`src/hdl/gwm_pkg.sv`:
```
// shared types, character codes and folding for the glob wildcard matcher
package gwm_pkg;

  typedef enum logic [1:0] {
    MODE_PAT_APPEND = 2'd0,
    MODE_NAME_CHAR  = 2'd1,
    MODE_NAME_END   = 2'd2,
    MODE_PAT_CLEAR  = 2'd3
  } mode_e;

  localparam logic [7:0] CH_ANY   = 8'h3F;  // '?'
  localparam logic [7:0] CH_RUN   = 8'h2A;  // '*'
  localparam logic [7:0] CH_SLASH = 8'h2F;  // '/'
  localparam logic [7:0] CH_UA    = 8'h41;  // 'A'
  localparam logic [7:0] CH_UZ    = 8'h5A;  // 'Z'
  localparam logic [7:0] CH_LA    = 8'h61;  // 'a'

  // fold upper-case ascii letters to lower case, all other bytes pass
  function automatic logic [7:0] fold(input logic [7:0] c);
    logic [7:0] r;
    r = c;
    if (c >= CH_UA && c <= CH_UZ) begin
      r = c + (CH_LA - CH_UA);
    end
    return r;
  endfunction

endpackage

```
`src/hdl/gwm_closure.sv`:
```
// star closure of the active position set as a parallel prefix network
module gwm_closure #(
  parameter int Positions = 32
) (
  input  logic [Positions:0]   set_i,
  input  logic [Positions-1:0] prop_i,
  output logic [Positions:0]   closed_o
);

  localparam int Levels = $clog2(Positions + 1);

  // gen: bit reachable, pass: every star between a span start and this bit
  logic [Positions:0] gen_lvl  [0:Levels];
  logic [Positions:0] pass_lvl [0:Levels];

  always_comb begin
    int span;
    gen_lvl[0]  = set_i;
    pass_lvl[0] = {prop_i, 1'b0};
    for (int lvl = 0; lvl < Levels; lvl++) begin
      span = 1 << lvl;
      for (int i = 0; i <= Positions; i++) begin
        if (i >= span) begin
          gen_lvl[lvl+1][i]  = gen_lvl[lvl][i] | (pass_lvl[lvl][i] & gen_lvl[lvl][i-span]);
          pass_lvl[lvl+1][i] = pass_lvl[lvl][i] & pass_lvl[lvl][i-span];
        end else begin
          gen_lvl[lvl+1][i]  = gen_lvl[lvl][i];
          pass_lvl[lvl+1][i] = 1'b0;
        end
      end
    end
  end

  assign closed_o = gen_lvl[Levels];

endmodule

```
`src/hdl/glob_wildcard_matcher.sv`:
```
// top level: streaming case-insensitive glob matcher with pattern store
// a name-end item passes the input stage register, then the result register, to valid_o
// throughput: one item per cycle while stall_o is low; all positions update in parallel
//   from the registered character, closure of runs of '*' is a log-depth prefix network
// reset: asynchronous active-low rst_ni clears pattern length, overflow flag, active set
//   (position zero only) and both valid flags; pattern bytes are not reset
module glob_wildcard_matcher #(
  parameter int PATTERN_MAX = 32
) (
  input  logic       clk_i,
  input  logic       rst_ni,
  // item channel
  input  logic       valid_i,
  output logic       stall_o,
  input  logic [1:0] mode_i,
  input  logic [7:0] symbol_i,
  // result channel
  output logic       valid_o,
  input  logic       stall_i,
  output logic       matched_o,
  output logic       overflow_o
);

  localparam int LenW = $clog2(PATTERN_MAX + 1);

  // input stage
  logic                 in_valid_q;
  gwm_pkg::mode_e       mode_q;
  logic [7:0]           sym_q;
  logic                 in_accept;
  logic                 advance;

  // pattern store: folded byte plus decoded wildcard flags per position
  logic [7:0]           chr_q  [PATTERN_MAX];
  logic [PATTERN_MAX-1:0] star_q;
  logic [PATTERN_MAX-1:0] any_q;
  logic                 store_we;

  // match state
  logic [LenW-1:0]      len_q, len_d;
  logic                 ovf_q, ovf_d;
  logic [PATTERN_MAX:0] active_q, active_d;

  // result register
  logic                 out_valid_q, out_valid_d;
  logic                 matched_q, matched_d;
  logic                 overflow_q, overflow_d;

  // datapath
  logic [PATTERN_MAX-1:0] pos_valid;
  logic [PATTERN_MAX-1:0] star_prop;
  logic [PATTERN_MAX:0]   closed;
  logic [PATTERN_MAX:0]   stepped;
  logic [7:0]             sym_fold;
  logic                   full;

  // an end item may only leave the input stage when the result register frees up
  assign advance   = in_valid_q &
                     !(mode_q == gwm_pkg::MODE_NAME_END && out_valid_q && stall_i);
  assign stall_o   = in_valid_q & !advance;
  assign in_accept = valid_i & !stall_o;

  always_ff @(posedge clk_i or negedge rst_ni) begin
    if (!rst_ni) begin
      in_valid_q <= 1'b0;
    end else if (in_accept) begin
      in_valid_q <= 1'b1;
    end else if (advance) begin
      in_valid_q <= 1'b0;
    end
  end

  always_ff @(posedge clk_i) begin
    if (in_accept) begin
      mode_q <= gwm_pkg::mode_e'(mode_i);
      sym_q  <= symbol_i;
    end
  end

  // positions below the loaded length take part in matching
  always_comb begin
    for (int p = 0; p < PATTERN_MAX; p++) begin
      pos_valid[p] = LenW'(p) < len_q;
    end
  end

  assign star_prop = star_q & pos_valid;
  assign full      = len_q == LenW'(PATTERN_MAX);
  assign sym_fold  = gwm_pkg::fold(sym_q);

  gwm_closure #(
    .Positions(PATTERN_MAX)
  ) u_closure (
    .set_i   (active_q),
    .prop_i  (star_prop),
    .closed_o(closed)
  );

  // one name character: a star keeps its position, others step forward on a hit
  always_comb begin
    stepped = '0;
    for (int p = 0; p < PATTERN_MAX; p++) begin
      if (closed[p] && pos_valid[p]) begin
        if (star_q[p]) begin
          stepped[p] = 1'b1;
        end else if (any_q[p]) begin
          if (sym_q != gwm_pkg::CH_SLASH) begin
            stepped[p+1] = 1'b1;
          end
        end else if (chr_q[p] == sym_fold) begin
          stepped[p+1] = 1'b1;
        end
      end
    end
  end

  // state update for the item leaving the input stage
  always_comb begin
    len_d    = len_q;
    ovf_d    = ovf_q;
    active_d = active_q;
    store_we = 1'b0;
    if (advance) begin
      unique case (mode_q)
        gwm_pkg::MODE_PAT_APPEND: begin
          if (full) begin
            ovf_d = 1'b1;
          end else begin
            store_we = 1'b1;
            len_d    = len_q + LenW'(1);
          end
        end
        gwm_pkg::MODE_NAME_CHAR: begin
          active_d = stepped;
        end
        gwm_pkg::MODE_NAME_END: begin
          active_d = {{PATTERN_MAX{1'b0}}, 1'b1};
        end
        gwm_pkg::MODE_PAT_CLEAR: begin
          len_d    = '0;
          ovf_d    = 1'b0;
          active_d = {{PATTERN_MAX{1'b0}}, 1'b1};
        end
        default: begin
          active_d = active_q;
        end
      endcase
    end
  end

  // result register: loaded by a name end, drained by the downstream transfer
  always_comb begin
    out_valid_d = out_valid_q;
    matched_d   = matched_q;
    overflow_d  = overflow_q;
    if (out_valid_q && !stall_i) begin
      out_valid_d = 1'b0;
    end
    if (advance && mode_q == gwm_pkg::MODE_NAME_END) begin
      out_valid_d = 1'b1;
      matched_d   = closed[len_q] & !ovf_q;
      overflow_d  = ovf_q;
    end
  end

  always_ff @(posedge clk_i or negedge rst_ni) begin
    if (!rst_ni) begin
      len_q       <= '0;
      ovf_q       <= 1'b0;
      active_q    <= {{PATTERN_MAX{1'b0}}, 1'b1};
      out_valid_q <= 1'b0;
    end else begin
      len_q       <= len_d;
      ovf_q       <= ovf_d;
      active_q    <= active_d;
      out_valid_q <= out_valid_d;
    end
  end

  always_ff @(posedge clk_i) begin
    matched_q  <= matched_d;
    overflow_q <= overflow_d;
  end

  // pattern bytes land at the current length, stored pre-folded and decoded
  always_ff @(posedge clk_i) begin
    for (int p = 0; p < PATTERN_MAX; p++) begin
      if (store_we && len_q == LenW'(p)) begin
        chr_q[p]  <= sym_fold;
        star_q[p] <= sym_q == gwm_pkg::CH_RUN;
        any_q[p]  <= sym_q == gwm_pkg::CH_ANY;
      end
    end
  end

  assign valid_o    = out_valid_q;
  assign matched_o  = matched_q;
  assign overflow_o = overflow_q;

endmodule
```
`config.mk`:
```
export PLATFORM = sky130hd
export DESIGN_NAME = glob_wildcard_matcher
export DESIGN_NICKNAME = d
export VERILOG_FILES = /design/src/hdl/gwm_pkg.sv /design/src/hdl/gwm_closure.sv /design/src/hdl/glob_wildcard_matcher.sv
export SDC_FILE = /design/constraint.sdc
export NUM_CORES = 1
export LEC_CHECK = 0
export ABC_AREA = 1
export BUFFER_PORTS_ARGS = -buffer_cell sky130_fd_sc_hd__buf_2
export CAP_MARGIN = 25
export CORE_ASPECT_RATIO = 1.2
export CORE_MARGIN = 5
export CORE_UTILIZATION = 35
export CTS_BUF_LIST = sky130_fd_sc_hd__clkbuf_8
export CTS_CLUSTER_DIAMETER = 30
export DETAILED_ROUTE_END_ITERATION = 8
export PLACE_DENSITY = 0.62
export SETUP_SLACK_MARGIN = 0.5
export SLEW_MARGIN = 30
export SYNTH_ARGS = -nofsm -noshare
export SYNTH_HDL_FRONTEND = slang
export SYNTH_SLANG_ARGS = --single-unit
```
`constraint.sdc`:
```
create_clock -name clk_i -period 3.38 [get_ports clk_i]
set_clock_uncertainty 0.05 [all_clocks]
set_input_delay 0.338 -clock clk_i [delete_from_list [all_inputs] [get_ports clk_i]]
set_output_delay 0.338 -clock clk_i [all_outputs]
set_load 0.01 [all_outputs]
```
; After elaboration in Yosys (flattened, before gate mapping)
; Memories as Yosys holds them, arrays and structs flattened.
; Cells that the tools add are included.
[totals]
regBits = 118
ramBits = 256
in_bits = 14
output_inout_bits = 4
word_cells = 1009
mem_count = 1
[mem_list]
columns = name, words, width, rd, rd_ports_with_merged_regs, write_ports, line
row1 = chr_q, 32, 8, 32, 0, 1, glob_wildcard_matcher.sv:34  ; logic [7:0] chr_q [PATTERN_MAX];
[classes]
add_sub_neg = 2
n_lt_le_gt_ge = 35
eq_ne = 72
n_mux = 333
bitwise = 378
reduce_logical = 115
[op_table]
columns = operator, count
row1 = $eq 8x8->1, 32
row2 = $mux 8, 32
row3 = $reduce_or 8->1, 31
row4 = $and 1x1->1, 242
row5 = $mux 1, 233
row6 = $mux 5, 31
row7 = $or 1x1->1, 135
row8 = $eq 6x5->1 const B, 16
row9 = $lt 5x6->1 const A, 16
row10 = $logic_and 1x1->1, 69
row11 = $pmux 33 s2, 1
row12 = $mux 2, 32
row13 = $eq 6x4->1 const B, 8
row14 = $lt 4x6->1 const A, 8
row15 = $and 32x32->32, 1
row16 = $eq 6x3->1 const B, 4
row17 = $lt 3x6->1 const A, 4
row18 = $eq 8x6->1 const B, 2
row19 = $eq 6x2->1 const B, 2
row20 = $lt 1x6->1 const A, 2
row21 = $lt 2x6->1 const A, 2
row22 = $pmux 6 s2, 1
row23 = $add 8x6->8 const B, 1
row24 = $ge 8x7->1 const B, 1
row25 = 19 further kinds, 29

; Longest topological paths before layout
; Gate-level depths: netlist of the first run.
[logic_depth]
depth_word = 71
ltp_mapped = 23
mapped_depth_nobuf = 21

; Modules after synthesis
; Synthesis of the first run repeated with hierarchy kept, for this count alone.
[unflattened]
cells_unflattened = 2258
area_unflattened_um2 = 19615.1
[modules_own_cells]
columns = mod, n_inst, cells_each, area_per_inst_um2
row1 = glob_wildcard_matcher, 1, 1919, 18136.1
row2 = gwm_closure, 1, 339, 1478.9

; Worst setup path before layout of the first run
; OpenSTA, ideal clock, no wires.
[synth_path]
path_kind = reg2reg
start = register sym_q[2]
end = register any_q[0], data pin
setup_ns = 0.540
arrival_ns = 3.047
required_ns = 2.790
slack_ns = -0.257
path_stages_with_launch = 6
n_path_buf = 1
synth_period_minus_slack_ns = 3.637
path_cell_list = edfxtp_1 > clkbuf_1 > inv_1 > nor3_1 > inv_1 > nor4_1
[synth_via]
elab_chain_cells = 1
[synth_lines]
columns = item, line
row1 = start: declaration, glob_wildcard_matcher.sv:29  ; logic [7:0] sym_q;
row2 = start signal: assignment, glob_wildcard_matcher.sv:76  ; sym_q <= symbol_i;
row3 = $eq 8x6->1, glob_wildcard_matcher.sv:191  ; any_q[p] <= sym_q == gwm_pkg::CH_ANY;
row4 = end signal: indexed assignment, glob_wildcard_matcher.sv:191
row5 = end: declaration, glob_wildcard_matcher.sv:36  ; logic [PATTERN_MAX-1:0] any_q;
; Every way passes these cells.
; A chain may end at the register's enable or synchronous reset.

; Worst setup path in the final report of the first run
[layout_path]
start = register len_q[5]
end = register matched_q, in the netlist matched_o, data pin
[layout_via]
elab_chain_cells = 16
word_cells_on_any_way = 409
cone_classes = order compare (32) / mux (2) / bitwise (375)
[layout_lines]
columns = item, line
row1 = start: declaration, glob_wildcard_matcher.sv:40  ; logic [LenW-1:0] len_q, len_d;
row2 = start signal: assignment, glob_wildcard_matcher.sv:173  ; len_q <= len_d;
row3 = $lt 1x6->1, glob_wildcard_matcher.sv:83  ; pos_valid[p] = LenW'(p) < len_q;
row4 = $and 32x32->32, glob_wildcard_matcher.sv:87  ; assign star_prop = star_q & pos_valid;
row5 = $and 1x1->1, gwm_closure.sv:24  ; gen_lvl[lvl+1][i] = gen_lvl[lvl][i] | (pass_lvl[lvl][i] & gen_lvl[lvl][i-span]);
row6 = $or 1x1->1, gwm_closure.sv:24
row7 = $and 1x1->1, gwm_closure.sv:24
row8 = $or 1x1->1, gwm_closure.sv:24
row9 = $and 1x1->1, gwm_closure.sv:24
row10 = $or 1x1->1, gwm_closure.sv:24
row11 = $and 1x1->1, gwm_closure.sv:24
row12 = $or 1x1->1, gwm_closure.sv:24
row13 = $and 1x1->1, gwm_closure.sv:24
row14 = $or 1x1->1 (2 in series), gwm_closure.sv:24
row15 = $bmux 1 s6 (*), glob_wildcard_matcher.sv:161  ; matched_d = closed[len_q] & !ovf_q;
row16 = $mux 1 (implied by the code) (*), glob_wildcard_matcher.sv:161
row17 = $and 1x1->1 (*), glob_wildcard_matcher.sv:161
row18 = end signal: assignment, glob_wildcard_matcher.sv:181  ; matched_q <= matched_d;
row19 = end: declaration, glob_wildcard_matcher.sv:46  ; logic matched_q, matched_d;
; Every way passes the cells marked *; elsewhere a longest branch is shown, timed or not. The select of a mux whose other input is x is not followed.

==> summary.txt, run 1 <==
Outcome
  – Status: finished clean

Logic synthesis
  – Syn Area/Cell: 10.1 um^2
  – Mapped Nets: roughly 1.9k
  – Ranking of synthesized cells by area: edfxtp_1, nand2_1, dfrtp_1, xor2_1, inv_1
  – Post-synth top area share: 0.534
  – Register area share after synthesis: 0.590
  – Mapped Cells: 1,848
  – Syn Std Cell Area: about 19,000 um^2
  – Cell variety after synth: between 50 and 60
  – Post-synth EDFFs: 332
  – Synth area leader: edfxtp_1
  – Synth async-reset ratio: 0.112
  – Ys Warns: 0
  – Cell with the most instances after synthesis: nand2_1
  – Synth cell count leaders: nand2_1, edfxtp_1, inv_1, nor2_1, nand3_1
  – Yosys reg bits: roughly 370
  – Ys flop type: edfxtp_1

Power and ir drop
  – Clock share of power: 0.478
  – Logic pwr share: 0.086
  – Pwr/cell area: just over 500 nW/um^2
  – Cell-internal power: between 8 and 9 mW
  – Max VDD drop: ~0.29 mV
  – Switching share of total power: 0.239
  – Seq pwr share: 0.437
  – Sw power: roughly 2.8 mW
  – Lkg Pwr: 8.81 nW

Place
  – Final GP Congestion: approximately 1.1
  – Detailed Place HPWL: just under 40,000 um
  – Input/output buffers: 17
  – Dpl ws: 0.126 ns

STA
  – Hold Fails Final Rpt: 0
  – Total negative slack: 0 ns
  – Count of final setup violators: 0
  – Worst Tran Pin Value: between 1 and 1.5 ns
  – Final Critical Period: 2.84 ns
  – Max Clk Rate: around 0.35 GHz
  – Slew HR: 0.324
  – Final hold slack: about 0.25 ns
  – Tcrit/Tclk final: 0.840
  – Slew Limit Fails: 0
  – Final setup margin: roughly 0.54 ns
  – RSZ-0062 raised after global routing: yes

Routing
  – Total number of vias: roughly 14k
  – DR WL/cell: 19.1 um
  – DR iter-0 viols: between 1k and 1.5k
  – Routed Wire Length: ~53,000 um
  – Via density: around 5
  – Remaining DRCs: 0
  – DRT antenna net count: 0
  – First-pass detailed-route iteration total: 8

Floorplanning
  – Std-Cell Rows: just over 90
  – Core area: ~53,000 um^2
  – Die span in y: between 200 and 300 um
  – Die ar.: between 50,000 and 60,000 um^2
  – I/O pin count: 18
  – Initial core utilization: 0.354
  – DIE WIDTH: around 220 um

GRT
  – Initial antenna violation count: 0
  – Maximum number of pins on one net before global-route repair: 62
  – Total gr overflow: 0
  – All-Layer GR Usage: 0.178
  – First-pass GRT wire length: around 81,000 um
  – Vias in the first global route: 14.1k

Cells and area
  – Area added between synthesis and finish: 23.8%
  – Final #Nets: 2,045
  – Layout cells sized above 1: 0.238
  – Inserted Diodes: 0

Clocking
  – Clock latency on the worst-skew pair: 0.66 ns
  – Clock transition at path regs: roughly 0.050 ns
  – CTS tree: yes
  – Longest Clk Path Bufs: 3
  – Total CTS buffers: around 80
  – H-tree Lvls: 3
  – CTS Sinks: 374
  – Root Driver: clkbuf_8

Critical path
  – Critical Path Sink Type: flip-flop
  – Critical R2R Launch: len_q[5]
  – Worst Setup Start Kind: flip-flop
  – Worst reg2reg setup slack: ~0.54 ns
  – R2r worst-path depth: 19
  – Largest fanout on the critical path: 12
  – Data required, critical path: 3.73 ns
  – Worst EP arrival: 3.19 ns
  – WS Path Type: reg -> reg
  – RR Endpoint: matched_o

Job
  – Max cap viols: 0

Min path
  – Worst Hold Class: in -> async
layer usage:
metal,track usage,share of wire,vias to the layer above,wire length (um)
li1,-,-,6676,-
met1,0.230,0.43,6799,22800
met2,0.297,0.49,422,26100
met3,0.0298,0.050,99,2680
met4,0.0773,0.036,0,1910
met5,0,0,-,0
worst max path at each step:
stage             start         to  slack [ns]  cells after the start
2_1_floorplan  len_q[0]  any_q[21]        0.54                      9
3_3_place_gp   len_q[0]  matched_o        0.14                     19
3_5_place_dp   len_q[0]  matched_o        0.13                     19
4_1_cts        len_q[1]  matched_o        0.48                     19
5_1_grt        len_q[3]  matched_o        0.39                     18
6_report       len_q[5]  matched_o        0.54                     19
sequential cells by signal, indices dropped and copies added, names as in the netlist:
register    cells
len_q           6
overflow_o      1
matched_o       1
chr_q         256
in_valid_q      1
active_q       33
valid_o         1
mode_q          2
sym_q           8
any_q          32
star_q         32
ovf_q           1
what timing repair did:
| item | 4_1_cts | 5_1_grt |
|---|---|---|
| gates resized for setup | 59 | 115 |
| setup buffers | 14 | 32 |
| hold buffers | 13 | 0 |
| endpoints found under the setup margin | 113 | 59 |
| pin swaps | 8 | 32 |
| hold endpoints to repair | 37 | 0 |
| cloned | 0 | 0 |
final cells by class:
type	instances	area, um^2
clock buffers	79	1090
clock inverters	66	774
fillers	5064	29600
inverters	194	768
multi-input cells	1224	7300
flip-flops and latches	374	11000
well taps	705	882
repair buffers	154	1300
metrics by stage:
step                      std cells  power (mW)  cell area [um^2]   util
after global routing           2796        12.2             23100  0.439
after floorplan                1848        5.69             18700      -
after global placement         2592        6.05             20100  0.381
after detailed placement       2592        6.06             20100  0.381
after CTS                      2764        11.7             22400  0.425
final                          2796        11.7             23100  0.439
critical path, stage by stage (launching register included):
cell and delay [ns]:
dfrtp_1 0.42, nor2_4 0.25, buf_12 0.19, buf_4 0.15, nand3_4 0.08, nand4_1 0.09
nand2_2 0.09, inv_1 0.07, nand2_1 0.07, nand3b_1 0.24, buf_4 0.19, nand2_1 0.05
nand3_1 0.06, nand4_1 0.12, a21oi_1 0.07, buf_4 0.14, nand3_1 0.07, nand2_1 0.06
nand2_1 0.07, nor2_2 0.04
kinds of logic (layout without fill, tap and decap cells):
family | Yosys count | after routing | share of synthesized area
AO/OA/AOI/OAI | 208 | 208 | 0.0658
adder cells (fa/ha/maj) | 5 | 5 | 0.00335
buffers and inverters | 250 | 493 | 0.0543
flip-flops | 374 | 374 | 0.590
AND/OR/NAND/NOR | 844 | 844 | 0.208
multiplexers | 2 | 2 | 0.00107
XOR/XNOR | 165 | 165 | 0.0773
power groups by stage:
stage	Combinational [mW]	Sequential, mW	Clock (mW)
after global placement	0.859	5.19	0
after CTS	0.911	5.11	5.73
after detailed placement	0.865	5.20	0
final	1.00	5.11	5.59
after global routing	1.08	5.11	5.97
after floorplan	0.488	5.21	0
cells in the final DEF (no fill, tap or decap), types with 23 or more instances in the layout:
cell and count:
nand2_1 361, edfxtp_1 332, inv_1 187, xor2_1 113
buf_4 106, nand3_1 101, nor2_1 89, clkbuf_8 79
o21ai_0 78, xnor2_1 52, a21oi_1 48, or2_2 47
nand4_1 41, nor2_2 40, dfrtp_1 39, nand2_2 32
nor3_1 24, nor2_4 23
No activity file was read; power rests on OpenSTA's default activity.
==> run 2: changes to the inputs <==
--- a/config.mk
+++ b/config.mk
@@ -14,7 +14,7 @@
 export CTS_BUF_LIST = sky130_fd_sc_hd__clkbuf_8
 export CTS_CLUSTER_DIAMETER = 30
 export DETAILED_ROUTE_END_ITERATION = 8
-export PLACE_DENSITY = 0.62
+export PLACE_DENSITY = 0.6
 export SETUP_SLACK_MARGIN = 0.5
 export SLEW_MARGIN = 30
 export SYNTH_ARGS = -nofsm -noshare
==> constraint.sdc (replaced) <==
create_clock -name clk_i -period 2.7 [get_ports clk_i]
set_clock_uncertainty 0.05 [all_clocks]
set_input_delay 0.27 -clock clk_i [delete_from_list [all_inputs] [get_ports clk_i]]
set_output_delay 0.27 -clock clk_i [all_outputs]
set_load 0.01 [all_outputs]
==> summary.txt, run 2 (synthesis results as in run 1) <==
Routing
  – First-pass detailed-route iteration total: 5
  – Routed Wire Length: 59,500 um
  – Via density: 4.99
  – DR iter-0 viols: ~890
  – Total number of vias: 15.1k
  – Remaining DRCs: 0
  – DR WL/cell: 19.6 um
  – DRT antenna net count: 0

Floorplanning
  – Die ar.: between 50,000 and 60,000 um^2
  – I/O pin count: 18
  – DIE WIDTH: about 220 um
  – Core area: between 50,000 and 60,000 um^2
  – Die span in y: about 260 um
  – Std-Cell Rows: between 90 and 100
  – Initial core utilization: 0.354

Cells and area
  – Inserted Diodes: 0
  – Cell Count, Final, Fillers Out: about 3.0k
  – Reg with most FFs: chr_q
  – Fillers: ~4.7k
  – Final #Nets: roughly 2.3k
  – Commonest cells after routing, fill and taps aside: edfxtp_1, nand2_1, buf_4
  – Largest register FFs: about 260
  – Regs by FF count: chr_q (256), active_q (33)
  – Design area: between 20,000 and 30,000 um^2
  – Area added between synthesis and finish: 42.0%
  – Commonest non-fill, non-tap cell in the layout: edfxtp_1
  – Final core occ: 0.503
  – Layout cells sized above 1: 0.379

STA
  – Count of final setup violators: 1
  – Final setup margin: -0.0237 ns
  – Hold Fails Final Rpt: 0
  – Tcrit/Tclk final: 1.01
  – Max Clk Rate: about 0.37 GHz
  – Final hold slack: 0.328 ns
  – Final Critical Period: ~2.7 ns
  – RSZ-0062 raised after global routing: yes
  – Total negative slack: -0.0237 ns
  – Slew HR: 0.385
  – Worst Tran Pin Value: around 0.92 ns
  – Slew Limit Fails: 0

Clocking
  – Longest Clk Path Bufs: 3
  – Clock latency on the worst-skew pair: roughly 0.60 ns
  – H-tree Lvls: 3
  – Clock transition at path regs: approximately 0.060 ns
  – Root Driver: clkbuf_8
  – CTS tree: yes
  – CTS Sinks: around 370
  – Total CTS buffers: 69

Critical path
  – Worst Setup Start Kind: flip-flop
  – Critical Path Sink Type: flip-flop
  – Data required, critical path: 2.99 ns
  – Worst reg2reg setup slack: -0.02 ns
  – R2r worst-path depth: 20
  – RR Endpoint: matched_o
  – WS Path Type: reg -> reg
  – Critical R2R Launch: len_q[5]
  – Largest fanout on the critical path: 16
  – Worst EP arrival: about 3.0 ns

Min path
  – Worst Hold Class: in -> reg
  – Hold path startpoint: symbol_i[5]
  – Hold Path Depth: 2
  – Hold worst-path end: sym_q[5]

Outcome
  – Status: complete, but fails checks
  – Failing checks: setup timing

Power and ir drop
  – Pwr/cell area: 535 nW/um^2
  – Max VDD drop: 0.277 mV
  – Lkg Pwr: 10.2 nW
  – Pwr Total: between 10 and 15 mW

GRT
  – First-pass GRT wire length: between 80,000 and 90,000 um
  – Initial antenna violation count: 0
  – Total gr overflow: 0
  – All-Layer GR Usage: 0.192
  – Maximum number of pins on one net before global-route repair: between 40 and 50
  – Vias in the first global route: 14.7k

Place
  – Placed cell area: between 20,000 and 25,000 um^2
  – Input/output buffers: 17
  – Dpl ws: -0.372 ns
  – Placed Cells: ~2.8k
  – Final GP Congestion: 0.951
  – Detailed Place HPWL: just over 40,000 um

Job
  – Max cap viols: 0
-- run 2: cell count changes in the layout (fill, tap and decap cells not counted), sizes merged --
cell / delta
bufbuf: +1
clkinvlp: -2
buf: +246
clkinv: -9
bufinv: -7
clkbuf: +4
nor2: +1
-- run 2: report_power, final --
group	switching (mW)	internal [mW]	total [mW]	leakage, nW
Clock	2.47	3.57	6.04	0.810
Sequential	0.0459	6.35	6.40	3.60
Combinational	0.976	0.792	1.77	5.81
-- run 2: how the worst max path moves through the flow --
stage | startpoint | end | slack [ns] | cells after the start
detailed placement | len_q[4] | matched_o | -0.37 | 18
CTS | len_q[1] | matched_o | -0.03 | 22
global route | len_q[0] | matched_o | -0.24 | 18
global placement | len_q[4] | matched_o | -0.44 | 18
floorplan | len_q[0] | matched_o | 0.22 | 23
finish | len_q[5] | matched_o | -0.02 | 20
-- run 2: final cells by class --
cell class | count | area, um^2 | share of cell area
sequential | 374 | 11000 | 0.415
multi-input combinational | 1225 | 8260 | 0.311
timing repair buffer | 406 | 4020 | 0.152
clock buffer | 78 | 1070 | 0.0405
tap | 705 | 882 | 0.0332
inverter | 194 | 779 | 0.0294
clock inverter | 48 | 492 | 0.0185
-- run 2: routing by layer --
metal,GRT usage,up-vias,wire length [um]
met1,0.244,7447,24400
li1,-,7179,-
met4,0.0619,0,1640
met5,0,-,0
met2,0.338,409,30500
met3,0.0259,92,2890
-- run 2: repair_timing --
item / CTS / global route
endpoints found under the hold margin: 42 / 0
cloned: 4 / 7
pin swaps: 74 / 110
resized for setup: 272 / 229
endpoints found under the setup margin: 348 / 404
setup buffers: 46 / 73
hold buffers: 13 / 0
-- run 2: critical path, stage by stage, from the launching register on --
cell and delay [ns]:
dfrtp_1 0.41, nor2_2 0.15, buf_12 0.18, buf_4 0.14
nand2_4 0.08, nand4_1 0.18, nand2_1 0.13, a21oi_2 0.19
nand2_2 0.10, nand2_2 0.11, nand2_4 0.08, nand2_1 0.11
nand3_1 0.07, nand2_1 0.09, nor2_1 0.05, nand2_1 0.05
nand2_1 0.04, nand3_1 0.08, nand2_1 0.06, nand2_1 0.05
nor2_1 0.04
